--- config.mk ---
export PLATFORM = sky130hd
export DESIGN_NAME = priority_ceiling_mutex
export DESIGN_NICKNAME = d
export VERILOG_FILES = /design/src/pcm_pkg.sv /design/src/pcm_controller.sv /design/src/pcm_datapath.sv /design/src/priority_ceiling_mutex.sv
export SDC_FILE = /design/constraint.sdc
export NUM_CORES = 1
export LEC_CHECK = 0
export ABC_AREA = 0
export BUFFER_PORTS_ARGS = -buffer_cell sky130_fd_sc_hd__buf_4
export CAP_MARGIN = 0
export CORE_ASPECT_RATIO = 1.25
export CORE_MARGIN = 3
export CORE_UTILIZATION = 45
export CTS_BUF_LIST = sky130_fd_sc_hd__clkbuf_4
export CTS_CLUSTER_SIZE = 8
export DETAILED_ROUTE_END_ITERATION = 8
export GPL_ROUTABILITY_DRIVEN = 0
export HOLD_SLACK_MARGIN = 0.03
export PLACE_DENSITY_LB_ADDON = 0.08
export SKIP_CTS_REPAIR_TIMING = 1
export SLEW_MARGIN = 20
export SYNTH_ARGS = -nofsm -noshare
export SYNTH_HDL_FRONTEND = slang
export SYNTH_SLANG_ARGS = --single-unit
--- constraint.sdc ---
create_clock -name clk -period 3.4 [get_ports clk]
set_input_delay 0.68 -clock clk [delete_from_list [all_inputs] [get_ports clk]]
set_output_delay 0.68 -clock clk [all_outputs]
set_load 0.05 [all_outputs]
--- src/pcm_pkg.sv ---
`timescale 1ns / 1ps
// ----------------------------------------------------------------------------
// pcm_pkg
// Shared widths, command and status codes, and the controller command bundle
// for the priority ceiling mutex.
// ----------------------------------------------------------------------------
package pcm_pkg;

    localparam int PRIO_W       = 6;
    localparam int CMD_W        = 2;
    localparam int STATUS_W     = 3;
    localparam int DEPTH_W      = 8;
    localparam int MAX_PRIO_DEF = 63;

    localparam logic [DEPTH_W-1:0] DEPTH_MAX = 8'hFF;

    localparam logic [CMD_W-1:0] CMD_LOCK   = 2'd0;
    localparam logic [CMD_W-1:0] CMD_TRY    = 2'd1;
    localparam logic [CMD_W-1:0] CMD_UNLOCK = 2'd2;

    localparam logic [STATUS_W-1:0] ST_GRANTED = 3'd0;
    localparam logic [STATUS_W-1:0] ST_NESTED  = 3'd1;
    localparam logic [STATUS_W-1:0] ST_BLOCKED = 3'd2;
    localparam logic [STATUS_W-1:0] ST_BUSY    = 3'd3;
    localparam logic [STATUS_W-1:0] ST_LOWERED = 3'd4;
    localparam logic [STATUS_W-1:0] ST_HANDED  = 3'd5;
    localparam logic [STATUS_W-1:0] ST_FREED   = 3'd6;
    localparam logic [STATUS_W-1:0] ST_ERROR   = 3'd7;

    typedef struct packed {
        logic load;
        logic exec;
    } ctl_t;

endpackage

--- src/pcm_controller.sv ---
`timescale 1ns / 1ps
// ----------------------------------------------------------------------------
// pcm_controller
// Two-state sequencer: takes a request, runs the update state, then raises
// the result strobe.
// ----------------------------------------------------------------------------
module pcm_controller (
    input  logic          clk,
    input  logic          rst_n,
    input  logic          start,
    output logic          busy,
    output logic          done,
    output pcm_pkg::ctl_t ctl
);

    typedef enum logic {
        S_IDLE,
        S_EXEC
    } state_t;

    state_t state_reg, state_next;
    logic   done_reg, done_next;

    always_comb
    begin
        state_next = state_reg;
        done_next  = 1'b0;
        ctl.load   = 1'b0;
        ctl.exec   = 1'b0;
        unique case (state_reg)
            S_IDLE:
            begin
                if (start)
                begin
                    ctl.load   = 1'b1;
                    state_next = S_EXEC;
                end
            end
            S_EXEC:
            begin
                ctl.exec   = 1'b1;
                done_next  = 1'b1;
                state_next = S_IDLE;
            end
            default:
            begin
                state_next = S_IDLE;
            end
        endcase
    end

    always_ff @(posedge clk or negedge rst_n)
    begin
        if (!rst_n)
        begin
            state_reg <= S_IDLE;
            done_reg  <= 1'b0;
        end
        else
        begin
            state_reg <= state_next;
            done_reg  <= done_next;
        end
    end

    assign busy = (state_reg == S_EXEC);
    assign done = done_reg;

endmodule

--- src/pcm_datapath.sv ---
`timescale 1ns / 1ps
// ----------------------------------------------------------------------------
// pcm_datapath
// Mutex state (depth, holder, wait bitmap, ceiling), registered highest
// waiter encoder, request capture and result registers.
// ----------------------------------------------------------------------------
module pcm_datapath #(
    parameter int MAX_PRIO = pcm_pkg::MAX_PRIO_DEF
) (
    input  logic                          clk,
    input  logic                          rst_n,
    input  pcm_pkg::ctl_t                 ctl,
    input  logic [pcm_pkg::CMD_W-1:0]     command,
    input  logic [pcm_pkg::PRIO_W-1:0]    thread_prio,
    input  logic                          cfg_we,
    input  logic [pcm_pkg::PRIO_W-1:0]    cfg_data,
    output logic [pcm_pkg::STATUS_W-1:0]  status,
    output logic [pcm_pkg::PRIO_W-1:0]    holder_prio,
    output logic [pcm_pkg::PRIO_W-1:0]    run_prio,
    output logic [pcm_pkg::PRIO_W-1:0]    woken_prio,
    output logic [pcm_pkg::DEPTH_W-1:0]   lock_depth
);

    localparam int NPRIO = MAX_PRIO + 1;
    localparam int IDX_W = $clog2(NPRIO);
    localparam int PAD_W = 1 << IDX_W;
    localparam logic [pcm_pkg::PRIO_W-1:0] MAX_P = pcm_pkg::PRIO_W'(MAX_PRIO);

    logic [pcm_pkg::PRIO_W-1:0]   ceil_reg;
    logic [pcm_pkg::DEPTH_W-1:0]  depth_reg, depth_next;
    logic [pcm_pkg::PRIO_W-1:0]   holder_reg, holder_next;
    logic [NPRIO-1:0]             waiters_reg, waiters_next;
    logic [IDX_W-1:0]             top_reg, top_next;
    logic [pcm_pkg::CMD_W-1:0]    cmd_reg;
    logic [pcm_pkg::PRIO_W-1:0]   prio_reg;
    logic [pcm_pkg::STATUS_W-1:0] status_reg, status_next;
    logic [pcm_pkg::PRIO_W-1:0]   holder_out_reg;
    logic [pcm_pkg::PRIO_W-1:0]   run_reg, run_next;
    logic [pcm_pkg::PRIO_W-1:0]   woken_reg, woken_next;
    logic [pcm_pkg::DEPTH_W-1:0]  depth_out_reg;

    logic [IDX_W-1:0]             prio_idx;
    logic [pcm_pkg::PRIO_W-1:0]   top_prio;
    logic                         ok;
    logic                         below;
    logic                         waiting;

    // halving search for the highest waiting priority
    always_comb
    begin
        logic [PAD_W-1:0] v;
        v        = PAD_W'(waiters_reg);
        top_next = '0;
        for (int k = IDX_W - 1; k >= 0; k--)
        begin
            if ((v >> (1 << k)) != '0)
            begin
                v           = v >> (1 << k);
                top_next[k] = 1'b1;
            end
        end
    end

    assign prio_idx = prio_reg[IDX_W-1:0];
    assign top_prio = pcm_pkg::PRIO_W'(top_reg);
    assign ok       = (prio_reg != '0) && (prio_reg <= MAX_P) && (ceil_reg <= MAX_P);
    assign below    = (ceil_reg == '0) || (prio_reg < ceil_reg);
    assign waiting  = waiters_reg[prio_idx];

    always_comb
    begin
        depth_next   = depth_reg;
        holder_next  = holder_reg;
        waiters_next = waiters_reg;
        status_next  = pcm_pkg::ST_ERROR;
        woken_next   = '0;
        if (ok && (cmd_reg == pcm_pkg::CMD_LOCK || cmd_reg == pcm_pkg::CMD_TRY))
        begin
            if (below && !waiting)
            begin
                if (depth_reg == '0)
                begin
                    depth_next  = 8'd1;
                    holder_next = prio_reg;
                    status_next = pcm_pkg::ST_GRANTED;
                end
                else if (holder_reg == prio_reg)
                begin
                    if (depth_reg != pcm_pkg::DEPTH_MAX)
                    begin
                        depth_next  = depth_reg + 8'd1;
                        status_next = pcm_pkg::ST_NESTED;
                    end
                end
                else if (cmd_reg == pcm_pkg::CMD_LOCK)
                begin
                    waiters_next[prio_idx] = 1'b1;
                    status_next            = pcm_pkg::ST_BLOCKED;
                end
                else
                begin
                    status_next = pcm_pkg::ST_BUSY;
                end
            end
        end
        else if (ok && cmd_reg == pcm_pkg::CMD_UNLOCK)
        begin
            if (depth_reg != '0 && holder_reg == prio_reg)
            begin
                if (depth_reg > 8'd1)
                begin
                    depth_next  = depth_reg - 8'd1;
                    status_next = pcm_pkg::ST_LOWERED;
                end
                else if (waiters_reg != '0)
                begin
                    if (ceil_reg == '0 || top_prio < ceil_reg)
                    begin
                        waiters_next[top_reg] = 1'b0;
                        holder_next           = top_prio;
                        woken_next            = top_prio;
                        status_next           = pcm_pkg::ST_HANDED;
                    end
                end
                else
                begin
                    depth_next  = '0;
                    holder_next = '0;
                    status_next = pcm_pkg::ST_FREED;
                end
            end
        end
    end

    always_comb
    begin
        if (holder_next == '0)
            run_next = '0;
        else if (ceil_reg != '0)
            run_next = ceil_reg;
        else
            run_next = holder_next;
    end

    always_ff @(posedge clk or negedge rst_n)
    begin
        if (!rst_n)
        begin
            ceil_reg    <= '0;
            depth_reg   <= '0;
            holder_reg  <= '0;
            waiters_reg <= '0;
        end
        else
        begin
            if (cfg_we)
                ceil_reg <= cfg_data;
            if (ctl.exec)
            begin
                depth_reg   <= depth_next;
                holder_reg  <= holder_next;
                waiters_reg <= waiters_next;
            end
        end
    end

    always_ff @(posedge clk)
    begin
        top_reg <= top_next;
        if (ctl.load)
        begin
            cmd_reg  <= command;
            prio_reg <= thread_prio;
        end
        if (ctl.exec)
        begin
            status_reg     <= status_next;
            holder_out_reg <= holder_next;
            run_reg        <= run_next;
            woken_reg      <= woken_next;
            depth_out_reg  <= depth_next;
        end
    end

    assign status      = status_reg;
    assign holder_prio = holder_out_reg;
    assign run_prio    = run_reg;
    assign woken_prio  = woken_reg;
    assign lock_depth  = depth_out_reg;

    a_holder_iff_depth: assert property (@(posedge clk) disable iff (!rst_n)
        (holder_reg == '0) == (depth_reg == '0))
        else $error("holder and depth disagree");

    a_holder_not_waiting: assert property (@(posedge clk) disable iff (!rst_n)
        !waiters_reg[holder_reg[IDX_W-1:0]] || holder_reg == '0 || holder_reg > MAX_P)
        else $error("holder is also in the wait bitmap");

    a_error_keeps_state: assert property (@(posedge clk) disable iff (!rst_n)
        ctl.exec && status_next == pcm_pkg::ST_ERROR |=>
        $stable(depth_reg) && $stable(holder_reg) && $stable(waiters_reg))
        else $error("error transaction changed mutex state");

endmodule

--- src/priority_ceiling_mutex.sv ---
`timescale 1ns / 1ps
// ----------------------------------------------------------------------------
// priority_ceiling_mutex
// Nesting hardware mutex with wait bitmap, priority hand-over and optional
// priority ceiling.
// ----------------------------------------------------------------------------
// Usage:
//   Request channel: drive command and thread_prio with start high; the
//   transaction is taken at the edge where start is high and busy is low.
//   busy is high for one cycle after each accepted request.
//   Result channel: status, holder_prio, run_prio, woken_prio and lock_depth
//   are valid for exactly one cycle while done is high, which is registered
//   from the update state. The receiver cannot stall; results must be taken
//   as shown. A new request is taken only after the update state, by when the
//   registered highest-waiter encoder has settled on the new wait bitmap
//   for the next update state.
//   Configuration: cfg_data loads the ceiling priority when cfg_valid and
//   cfg_ready are high; cfg_ready is always high. Write only while idle.
//   Reset: the mutex is free, depth 0, no waiters, ceiling 0, no result
//   pending.
// ----------------------------------------------------------------------------
module priority_ceiling_mutex #(
    parameter int MAX_PRIO = pcm_pkg::MAX_PRIO_DEF
) (
    input  logic                          clk,
    input  logic                          rst_n,
    input  logic                          start,
    output logic                          busy,
    input  logic [pcm_pkg::CMD_W-1:0]     command,
    input  logic [pcm_pkg::PRIO_W-1:0]    thread_prio,
    output logic                          done,
    output logic [pcm_pkg::STATUS_W-1:0]  status,
    output logic [pcm_pkg::PRIO_W-1:0]    holder_prio,
    output logic [pcm_pkg::PRIO_W-1:0]    run_prio,
    output logic [pcm_pkg::PRIO_W-1:0]    woken_prio,
    output logic [pcm_pkg::DEPTH_W-1:0]   lock_depth,
    input  logic                          cfg_valid,
    output logic                          cfg_ready,
    input  logic [pcm_pkg::PRIO_W-1:0]    cfg_data
);

    pcm_pkg::ctl_t ctl;

    assign cfg_ready = 1'b1;

    pcm_controller u_ctrl (
        .clk   (clk),
        .rst_n (rst_n),
        .start (start),
        .busy  (busy),
        .done  (done),
        .ctl   (ctl)
    );

    pcm_datapath #(
        .MAX_PRIO (MAX_PRIO)
    ) u_dp (
        .clk         (clk),
        .rst_n       (rst_n),
        .ctl         (ctl),
        .command     (command),
        .thread_prio (thread_prio),
        .cfg_we      (cfg_valid && cfg_ready),
        .cfg_data    (cfg_data),
        .status      (status),
        .holder_prio (holder_prio),
        .run_prio    (run_prio),
        .woken_prio  (woken_prio),
        .lock_depth  (lock_depth)
    );

    a_accept_then_busy: assert property (@(posedge clk) disable iff (!rst_n)
        start && !busy |=> busy ##1 done)
        else $error("accepted transaction did not produce a result");

    a_done_follows_busy: assert property (@(posedge clk) disable iff (!rst_n)
        done |-> !busy && $past(busy))
        else $error("result strobe without a preceding update cycle");

    a_handed_has_woken: assert property (@(posedge clk) disable iff (!rst_n)
        done && status == pcm_pkg::ST_HANDED |-> woken_prio != '0 &&
        woken_prio == holder_prio)
        else $error("hand-over without a woken waiter");

endmodule
# Yosys cells after proc, flatten, opt, wreduce, memory -nomap -nowiden
# Cells that the tools add are included.
# word_totals
word_cells	134
inputBits	18
reg_bits	129
out_inout_bits	32
# classes
n_bitwise	8
n_lt_le_gt_ge	9
n_reduce_logical	32
add_sub_neg	2
mux	60
n_eq_ne	9
# ops
op	n
$mux W64	15
$reduce_bool A64 Y1	7
$mux W8	9
$and A64 B64 Y64	1
$not A64 Y64	1
$or A64 B64 Y64	1
$mux W6	9
$mux W3	8
$lt A6 B7 Y1 const B	2
$mux W1	13
$demux W1 S6	2
$ge A6 B1 Y1 const B	2
$le A6 B6 Y1 const B	2
$logic_not A6 Y1	2
$lt A6 B6 Y1	2
$reduce_bool A6 Y1	2
$reduce_and A10 Y1	1
$add A8 B1 Y8 const B	1
$gt A8 B1 Y1 const B	1
$logic_and A1 B1 Y1	8
$logic_not A8 Y1	1
$ne A8 B8 Y1 const B	1
$reduce_bool A2 Y1	4
$reduce_bool A8 Y1	1
14 further kinds	24

# Depth between registers and ports, before layout
# logic_depth
ltp_word	12
depth_mapped	12
depth_no_buf	11

# By module
# Synthesis repeated with hierarchy kept, for this count alone.
# unflattened
hier_cells	809
area_unflattened_um2	7495.9
# modules_own_cells
module	area_each_um2	instances	cells_per_inst
pcm_datapath	7405.9	1	802
pcm_controller	78.8	1	5
priority_ceiling_mutex	11.3	1	2

# Worst setup path before layout
# Ideal clock, no wire load.
# synth_timing
path_kind	flip-flop to flip-flop
startpoint	register u_dp.depth_reg[0] (netlist bit)
endpoint	register u_dp.run_reg (netlist bit u_dp.run_prio[1]), data pin
t_required_ps	3131
slack_ps	377
t_arrival_ps	2754
synth_period_minus_slack_ps	3023
path_buffers	1
stages_incl_launch_ff	12
cell_sequence	dfrtp_1 -> inv_1 -> ha_1 -> nor2b_1 -> and3_1 -> clkbuf_1 -> nor3_1 -> nor3b_1 -> a21boi_2 -> a31oi_2 -> a21oi_4 -> a22oi_1
# synth_between
elab_chain_cells	6
elab_cells_between_ends	12
cone_classes	order compare: 1; mux: 7; reduce/logical: 4
# synth_rtl
element	line	rtl
from (decl)	pcm_datapath.sv:30	logic [pcm_pkg::DEPTH_W-1:0] depth_reg, depth_next;
from (signal assigned)	pcm_datapath.sv:160	depth_reg <= depth_next;
$gt A8 B1 Y1 / $reduce_bool A8 Y1 (equally long branches)	pcm_datapath.sv:110, pcm_datapath.sv:108	
$mux W6 / $logic_and A1 B1 Y1 (equally long branches)	pcm_datapath.sv:110, pcm_datapath.sv:108	
$mux W6	pcm_datapath.sv:108	if (depth_reg != '0 && holder_reg == prio_reg)
$mux W6	pcm_datapath.sv:106	else if (ok && cmd_reg == pcm_pkg::CMD_UNLOCK)
$mux W6 (*)	pcm_datapath.sv:77	if (ok && (cmd_reg == pcm_pkg::CMD_LOCK || cmd_reg == pcm_pkg::CMD_TRY))
$logic_not A6 Y1 / $mux W6 (equally long branches)	pcm_datapath.sv:137, pcm_datapath.sv:139	
to (signal assigned)	pcm_datapath.sv:179	run_reg <= run_next;
to (decl)	pcm_datapath.sv:38	logic [pcm_pkg::PRIO_W-1:0] run_reg, run_next;
# Mark *: on every way between the ends. The rest lies on a longest branch, timed or not.
# A chain may end at the register's enable or synchronous reset.

# Final worst setup path
# layout_timing
startpoint	register u_dp.prio_reg (netlist bit u_dp.prio_idx[1])
endpoint	register u_dp.run_reg (netlist bit u_dp.run_prio[0]), data pin
# layout_between
elab_chain_cells	7
elab_cells_between_ends	21
cone_classes	order compare: 2; eq/ne: 1; mux: 8; reduce/logical: 10
# layout_rtl
element	line	rtl
from (decl)	pcm_datapath.sv:35	logic [pcm_pkg::PRIO_W-1:0] prio_reg;
from (signal assigned)	pcm_datapath.sv:173	prio_reg <= thread_prio;
$bmux W1 S6, or another cell as far along	pcm_datapath.sv:68	assign waiting = waiters_reg[prio_idx];
$mux W1 (implied by the code) / $logic_and A1 B1 Y1 (equally long branches)	pcm_datapath.sv:68, pcm_datapath.sv:66	
$logic_not A1 Y1 / $logic_and A1 B1 Y1 (equally long branches)	pcm_datapath.sv:79, pcm_datapath.sv:66	
$logic_and A1 B1 Y1 (on tied branches)	pcm_datapath.sv:79, pcm_datapath.sv:106	
$mux W6 (on tied branches)	pcm_datapath.sv:79, pcm_datapath.sv:106	
$mux W6 (*)	pcm_datapath.sv:77	
$logic_not A6 Y1 / $mux W6 (equally long branches)	pcm_datapath.sv:137, pcm_datapath.sv:139	
# Mark *: on every way between the ends. The rest lies on a longest branch, timed or not. The select of a mux whose other input is x is not followed.

==> flow_summary.json <==
{
  "coreArea_sq_mm": 0.0169,
  "synth_flop_cell": "dfrtp_1",
  "synthesis.area_sq_mm": 0.00781,
  "synth_nets": 869,
  "dieWidth_microns": 124,
  "drive_gt1_frac": 0.204,
  "p_leak_nw": 3.75,
  "ir_worst_vdd_mv": 0.208,
  "final_cell_mix": "buf_4, o21ai_0, dfrtp_1",
  "relSlewSlack": 0.314,
  "ant_nets": 0,
  "wl_microns": 26300,
  "cts_htree_levels": 4,
  "cts_buffers": 17,
  "cts-root-buf": "clkbuf_4",
  "drt-initial-drc-count": 1112,
  "yosys_warnings": 0,
  "largest_reg_flops": 64,
  "syn_area_per_cell_sq_um": 9.32,
  "fill_cells": 1588,
  "via_per_inst": 6.58,
  "cts_sinks": 129,
  "grt_busiest_layer": "met2",
  "power_density_mw_per_mm2": 510,
  "drv_slew": 0,
  "wl_per_cell_microns": 23.0,
  "syn_to_final_growth_pct": 15.9,
  "cts_tree": "built",
  "io_buffers": 48,
  "start_util": 0.462,
  "nets": 943,
  "antenna_found_initial": 1,
  "first_global_vias": 7312,
  "rsz0062_at_grt": "true",
  "synth_edf_count": 37,
  "dpl.hpwl_microns": 19400,
  "gr-usage-met1": 0.352,
  "reg2reg_slack_ps": 50,
  "status": "finished clean",
  "p_total_mw": 4.61,
  "setup_viol": 0,
  "ys_ff_latch": 129,
  "cp-end-kind": "flip-flop",
  "crit_arrival_ps": 3770,
  "cap_violations": 0,
  "whs_ps": 62.7,
  "final_common_cell": "buf_4",
  "drc": 0,
  "grtUsageMet3": 0.0585,
  "clockBufferDepth": 2,
  "grt_use_met2": 0.454,
  "placed_cell_area_sq_mm": 0.00864,
  "grt.total_usage": 0.282,
  "synthCells": 838,
  "worstSetupPathType": "flip-flop to flip-flop",
  "die_h_microns": 153,
  "worstSkewPairLatency_ps": 570,
  "async_reset_ff_frac": 0.667,
  "hold_violations": 0,
  "grt_max_degree": 38,
  "vias": 7546,
  "final.min_clock_period_ps": 3350,
  "ios": 50,
  "clkTransAtPathRegs_ps": 150,
  "grt.overflow.total": 0,
  "reg2regPathDepth": 9,
  "die_area_sq_mm": 0.0190,
  "required_ps": 3820,
  "dr.pass1.iters": 6,
  "r2r-end": "u_dp.run_prio[0]",
  "worst_slew_pin_slew_ps": 1020,
  "ys_seq_area_frac": 0.433,
  "fin_area_sq_mm": 0.00905,
  "rows": 53,
  "utilization": 0.535,
  "finClkSkew_ps": 30.3,
  "yosysUniqueCellTypes": 83,
  "cp-start-kind": "flip-flop",
  "grt_pass1_wl_microns": 40800,
  "min_path_type": "input port to async pin",
  "max_freq_mhz": 299,
  "cp_max_fo": 11,
  "period_share": 0.985,
  "r2r_start": "u_dp.prio_idx[1]"
}
## report_power, final
part | internal (mW) | switching [mW] | total, mW
logic | 0.508 | 1.01 | 1.52
registers | 1.76 | 0.164 | 1.92
clock network | 0.519 | 0.653 | 1.17
## worst max path at each step
stage | endpoint | cells past startpoint | slack, ps | from
2_1_floorplan | u_dp.run_prio[1] | 11 | 380 | u_dp.depth_reg[0]
3_3_place_gp | u_dp.run_prio[0] | 9 | -100 | u_dp.prio_idx[1]
3_5_place_dp | u_dp.run_prio[0] | 9 | -150 | u_dp.prio_idx[0]
4_1_cts | u_dp.run_prio[0] | 9 | -200 | u_dp.prio_idx[0]
5_1_grt | u_dp.run_prio[0] | 9 | -40 | u_dp.prio_idx[1]
6_report | u_dp.run_prio[0] | 9 | 50 | u_dp.prio_idx[1]
## logic make-up (layout without fill, tap and decap cells)
kind of cell,after synthesis,count (layout),share of synthesized area
multiplexers,22,22,0.0381
other,1,3,0.000480
AND/OR/NAND/NOR,259,259,0.184
XOR/XNOR,10,10,0.0112
buffers and inverters,89,176,0.0537
AO/OA/AOI/OAI,315,315,0.258
flip-flops,129,129,0.433
adder cells (fa/ha/maj),13,13,0.0208
## cell usage after synthesis, drive strengths merged, types with 6 or more instances
master | n | area, sq um
a21o | 8 | 60.1
mux4 | 6 | 135
o21ai | 121 | 606
and3 | 19 | 119
nand2 | 48 | 180
nand4 | 9 | 77.6
ha | 13 | 163
a21oi | 57 | 308
nor2 | 57 | 216
mux2i | 14 | 140
edfxtp | 37 | 1110
nand3 | 23 | 120
nand3b | 11 | 82.6
or4 | 12 | 97.6
nor2b | 6 | 37.5
dfxtp | 6 | 120
clkbuf | 36 | 138
buf | 27 | 184
a31oi | 15 | 100
nand2b | 8 | 50.1
a31o | 6 | 52.6
o211ai | 27 | 208
dfrtp | 86 | 2150
and2 | 7 | 43.8
or3 | 8 | 50.1
nor3b | 9 | 67.6
nor4 | 18 | 128
inv | 24 | 90.1
a22oi | 11 | 87.6
o31ai | 26 | 195
xor2 | 7 | 61.3
nor3 | 15 | 80.1
## worst max-delay path: stages (launching register included)
cell and delay [ps]:
edfxtp_1 470, buf_4 180, mux4_2 530, a22o_1 240
a22oi_2 110, o21ai_1 130, or4_4 670, or4_1 460
a31oi_2 260, a2bb2oi_2 160
## through the flow
stage	worst slack, ps	instances	setup TNS (ps)
2_1_floorplan	377	838	0
6_report	51.6	1147	0
3_5_place_dp	-149	1105	-149
4_1_cts	-196	1137	-258
3_3_place_gp	-101	1105	-101
5_1_grt	-36.4	1147	-46.7
## layout make-up
class,instances,area (sq um),share of cell area
diodes,2,5.00,0.000553
inverters,26,97.6,0.0108
clock buffers,17,128,0.0141
flip-flops and latches,129,3380,0.374
repair buffers,118,923,0.102
well taps,220,275,0.0304
multi-input cells,620,4050,0.448
clock inverters,15,184,0.0203
## routing by layer
metal	wire length, microns	up-vias
met5	0	-
met4	1640	0
met3	2250	127
met2	12400	466
met1	10000	3619
li1	-	3334
Power figures use the tool's default switching activity.
